## config.mk

```make
export PLATFORM = sky130hd
export DESIGN_NAME = tsp_sqrt
export DESIGN_NICKNAME = d
export VERILOG_FILES = /design/src/rtl/core/tsp_pkg.sv /design/src/rtl/core/tsp_sqrt.sv
export SDC_FILE = /design/constraint.sdc
export NUM_CORES = 2
export LEC_CHECK = 0
export BUFFER_PORTS_ARGS = -buffer_cell sky130_fd_sc_hd__buf_2
export CAP_MARGIN = 20
export CORE_MARGIN = 5
export CORE_UTILIZATION = 58
export CTS_BUF_LIST = sky130_fd_sc_hd__clkbuf_4
export DETAILED_ROUTE_END_ITERATION = 8
export PLACE_DENSITY = 0.77
export SYNTH_ARGS = -nofsm -noshare
export SYNTH_HDL_FRONTEND = slang
export SYNTH_MEMORY_MAX_BITS = 65536
export SYNTH_SLANG_ARGS = --single-unit
```

## constraint.sdc

```tcl
create_clock -name clk -period 3.6 [get_ports clk]
set_input_delay 0.36 -clock clk [delete_from_list [all_inputs] [get_ports clk]]
set_output_delay 0.36 -clock clk [all_outputs]
set_load 0.005 [all_outputs]
```

## src/rtl/core/tsp_pkg.sv

```systemverilog
// Shared types and constants for the Thole-screened pair energy pipeline.
`timescale 1ns / 1ps

package tsp_pkg;

  // One input word: two positions, two charges, radius and Thole factor.
  typedef struct packed {
    logic signed [31:0] first_x;
    logic signed [31:0] first_y;
    logic signed [31:0] first_z;
    logic signed [31:0] second_x;
    logic signed [31:0] second_y;
    logic signed [31:0] second_z;
    logic signed [31:0] first_charge;
    logic signed [31:0] second_charge;
    logic        [30:0] alpha_radius;
    logic        [30:0] thole_factor;
  } tsp_in_t;

  // One result word.
  typedef struct packed {
    logic signed [47:0] pair_energy;
    logic               coincident;
    logic               saturated;
  } tsp_out_t;

  // Configuration register indexes.
  typedef enum logic [1:0] {
    CFG_BOX_X = 2'd0,
    CFG_BOX_Y = 2'd1,
    CFG_BOX_Z = 2'd2,
    CFG_SCALE = 2'd3
  } tsp_cfg_idx_t;

  localparam logic [30:0] SCALE_RESET = 31'd9105274;

  // Width of the screening ratio u that reaches the exponential.
  localparam int EXP_U_W = 22;
  // Number of Taylor terms and of repeated squarings in the exponential.
  localparam int EXP_TERMS   = 13;
  localparam int EXP_SQUARES = 6;

  // 1.0 in Q0.31 and the cutoff 50.0 in Q16.16.
  localparam logic [31:0] ONE_Q31 = 32'h8000_0000;
  localparam logic [22:0] U_LIMIT = 23'd3276800;

endpackage

```

## src/rtl/core/tsp_sqrt.sv

```systemverilog
// Pipelined integer square root, one root bit per stage.
`timescale 1ns / 1ps

module tsp_sqrt import tsp_pkg::*; #(
  parameter int RAD_W  = 66,
  parameter int SIDE_W = 1
) (
  input  logic                       clk,
  input  logic                       rst_n,
  input  logic                       en,
  input  logic                       in_valid,
  input  logic [RAD_W-1:0]           rad,
  input  logic [SIDE_W-1:0]          side_in,
  output logic                       out_valid,
  output logic [(RAD_W+1)/2-1:0]     root,
  output logic [SIDE_W-1:0]          side_out
);

  localparam int STEPS = (RAD_W + 1) / 2;
  localparam int PAD_W = 2 * STEPS;

  logic              vld_r  [0:STEPS];
  logic [PAD_W-1:0]  rad_r  [0:STEPS];
  logic [STEPS+1:0]  rem_r  [0:STEPS];
  logic [STEPS-1:0]  root_r [0:STEPS];
  logic [SIDE_W-1:0] side_r [0:STEPS];

  always_ff @(posedge clk) begin
    if (!rst_n) begin
      vld_r[0] <= 1'b0;
    end else if (en) begin
      vld_r[0] <= in_valid;
    end
  end

  always_ff @(posedge clk) begin
    if (en) begin
      rad_r[0]  <= PAD_W'(rad);
      rem_r[0]  <= '0;
      root_r[0] <= '0;
      side_r[0] <= side_in;
    end
  end

  // Each stage brings down the next bit pair and tries (4*root + 1).
  for (genvar s = 1; s <= STEPS; s++) begin : g_step
    logic [STEPS+1:0] rem_sh;
    logic [STEPS+1:0] trial;
    logic             ge;

    assign rem_sh = {rem_r[s-1][STEPS-1:0], rad_r[s-1][PAD_W-2*s+1 -: 2]};
    assign trial  = {root_r[s-1], 2'b01};
    assign ge     = rem_sh >= trial;

    always_ff @(posedge clk) begin
      if (!rst_n) begin
        vld_r[s] <= 1'b0;
      end else if (en) begin
        vld_r[s] <= vld_r[s-1];
      end
    end

    always_ff @(posedge clk) begin
      if (en) begin
        rad_r[s]  <= rad_r[s-1];
        rem_r[s]  <= ge ? (rem_sh - trial) : rem_sh;
        root_r[s] <= {root_r[s-1][STEPS-2:0], ge};
        side_r[s] <= side_r[s-1];
      end
    end
  end

  assign out_valid = vld_r[STEPS];
  assign root      = root_r[STEPS];
  assign side_out  = side_r[STEPS];

endmodule

```

==> qor.txt <==
status = finished clean
Vias = 78,300
Hold Path Class = primary input to register
asr flop ratio synth = 0
# setup viols final = 0
P&R area growth vs syn = 13.0%
Critical Path AT = 4610 ps
FF+latch area = 82,800 um2
clk_lat worst skew = 1380 ps
Crit Path Max Fanout = 4
H-tree depth = 6
CTS tree = yes
Slew Viols, Final = 0
max cap viols = 0
first-pass GRT wire length = 409,000 um
worst vdd ir = 0.000461 V
Post-Synth XOR/XNOR Area = 0.0569
drt wl/cell = 18.6 um
met1 usage = 0.283
Tcrit/Tclk final = 0.979
type of origin of the critical path = register
Area after DPL = 132,000 um2
fmax = 0.284 GHz
Mapped Area = 126,000 um2
worst path required time = 4690 ps
design area = 142,000 um2
total power = 0.0879 W
Seq/Total Area, Yosys = 0.658
initial antenna violation count = 3
Distinct cells, synth = 98
Compound-Gate Fraction of Synth Area = 0.0936
FILL cells = 15,700
Post-synth EDFFs = 2,757
drt first-iter violations = 5,792
type of the worst setup path = register to register
syn nets = 10,200
Worst Tran Pin Value = 898 ps
total gr overflow = 0
DP HPWL = 178,000 um
standard-cell rows = 171
initial core utilization = 0.581
area of the multi-input gates = 40,000 um2
share of cells above drive strength 1 = 0.148
Post-Synth Adder-Cell Area = 0.0592
top cell type's share of synthesized area = 0.658
post-synthesis mux area share = 0.00944
final core utilization = 0.657
gr busiest metal = met2
worst slew margin relative to its limit = 0.401
clk slew on worst S/H paths = 70 ps
TritonRoute pass-1 iters = 6
Final min period = 3520 ps
yosys warns = 0
clk buf depth = 4
Yosys reg bits = 2,758
RSZ-0062 raised after global routing = true
Chip Width = 476 um
vias per std cell = 5.63
Final Hold Vio Count = 0
largest net degree at the start of global routing = 169
Pleak = 55.5 nW
largest family of logic cells by synthesized area = simple AND/OR/NAND/NOR gates
total I/O pin count = 106
Setup crit end kind = register
CTS root buffer = clkbuf_4
Num CTS Buffers = 695
Yosys top cell by area = edfxtp_1
count leader, synth = edfxtp_1
most frequent cells after synthesis = edfxtp_1 (2,757), inv_1 (754), nand2_1 (666), ha_1 (595), a21oi_1 (555)
met3 usage = 0.0391
Detail Route Antenna Nets = 0
GR met2 Demand/Resource = 0.391
# DRC = 0
simple-gate portion of the synthesized area = 0.0947
Core Box Area = 217,000 um2
post-synthesis cell count = 9,536
top cells by area, synth = edfxtp_1 (66%), ha_1 (5.9%), xor2_1 (2.9%), xnor2_1 (2.8%), inv_1 (2.2%)
chip height = 476 um
port bufs = 105
Fin Clk Skew = 103 ps
nets@finish = 11,200
CTS sink cnt = 2,758
via count of the first global-routing pass = 78,600
Pwr Density = 618 nW/um2
Mean Syn Cell Area = 13.2 um2
ys flop type = edfxtp_1
worst hold slack = 230 ps
wirelength, routed = 258,000 um
die area = 226,000 um2
gpl congestion = 0.905
All-Layer GR Usage = 0.226
[per-layer routing]
metal	wire [um]	up-vias
li1	-	37800
met1	107000	37500
met2	130000	2308
met3	12600	659
met4	9570	0
met5	0	-
[path summary, 6_finish.rpt]
| path | startpoint | to | slack [ps] | cells past startpoint |
|---|---|---|---|---|
| worst min-delay path | rad[50] | rad_r[0][50]$_DFFE_PP_ | 230 | 3 |
| worst max register to register | rem_r[11][12]$_DFFE_PP_ | rem_r[12][32]$_DFFE_PP_ | 80 | 10 |
| worst max-delay path | rem_r[11][12]$_DFFE_PP_ | rem_r[12][32]$_DFFE_PP_ | 80 | 10 |
| worst min register to register | rad_r[11][19]$_DFFE_PP_ | rad_r[12][19]$_DFFE_PP_ | 390 | 0 |
[cell type report]
type                            instances  area share
Antenna cell                            8    0.000141
Inverter                              759      0.0201
Clock inverter                        219     0.00947
Sequential cell                      2758       0.582
Multi-Input combinational cell       5844       0.281
Clock buffer                          962      0.0508
Tap cell                             2854      0.0251
Timing Repair Buffer                  504      0.0308
[kinds of logic (layout without fill, tap and decap cells)]
group | count (synthesis) | after routing
flops | 2758 | 2758
simple gates | 2410 | 2410
compound gates | 1914 | 1914
buf+inv | 934 | 2444
xor+xnor | 817 | 817
fa+ha+maj | 595 | 595
mux | 107 | 107
other cells | 1 | 9
[worst max-delay path: stages (launching register included)]
cell,delay (ps)
edfxtp_1,410
or2_4,280
or3_4,360
nor3_4,270
nand2b_4,90
or3_1,380
o211a_1,260
o311a_1,160
or4_4,500
or4_1,430
xnor2_1,150
[through the flow]
stage	setup slack (ps)	TNS [ps]	cells
3_5_place_dp	27.8	0	12600
4_1_cts	3.49	0	13900
2_1_floorplan	172	0	9536
3_3_place_gp	18.8	0	12600
5_1_grt	-23.7	-80.6	13900
6_report	75.4	0	13900
[power breakdown]
group	internal, W	leakage, nW	switching (W)
Clock	0.0134	5.06	0.0123
Sequential	0.0405	26.6	0.00261
Combinational	0.00826	23.9	0.0108
Total	0.0622	55.5	0.0257
[state kept, by name, summed over array words and instances, names as in the netlist]
signal / flops
vld_r: 34
root_r: 561
rad_r: 1122
side_r: 34
rem_r: 1007
[what timing repair did]
action,in CTS,in global routing
resized for setup,4,89
hold endpoints to repair,2308,0
buffers inserted,0,7
hold buffers,143,0
pin swaps,1,14
cloned,0,1
endpoints found under the setup margin,6,202
[layout by cell type (no fill, tap or decap), types with 47 or more instances in the layout]
cell | netlist | layout
clkbuf_4 | 0 | 962
inv_1 | 754 | 754
nor3_1 | 210 | 198
a21oi_1 | 555 | 551
and3_1 | 87 | 87
dlygate4sd3_1 | 0 | 142
xnor2_1 | 401 | 401
nand2b_1 | 121 | 119
nand4_1 | 100 | 100
nor4_1 | 110 | 101
buf_2 | 6 | 105
or4_1 | 53 | 52
buf_4 | 0 | 214
o21a_1 | 103 | 103
xor2_1 | 416 | 416
nand2_1 | 666 | 666
nor2b_1 | 88 | 87
o21bai_1 | 60 | 60
nand3_1 | 144 | 142
o21ai_0 | 546 | 535
or3_1 | 109 | 104
edfxtp_1 | 2757 | 2757
clkinv_1 | 2 | 146
o31ai_1 | 73 | 70
a21o_1 | 248 | 248
mux2_2 | 93 | 93
a31oi_1 | 50 | 47
nor2_1 | 550 | 550
ha_1 | 595 | 590
(Power assumes the default switching activity.)
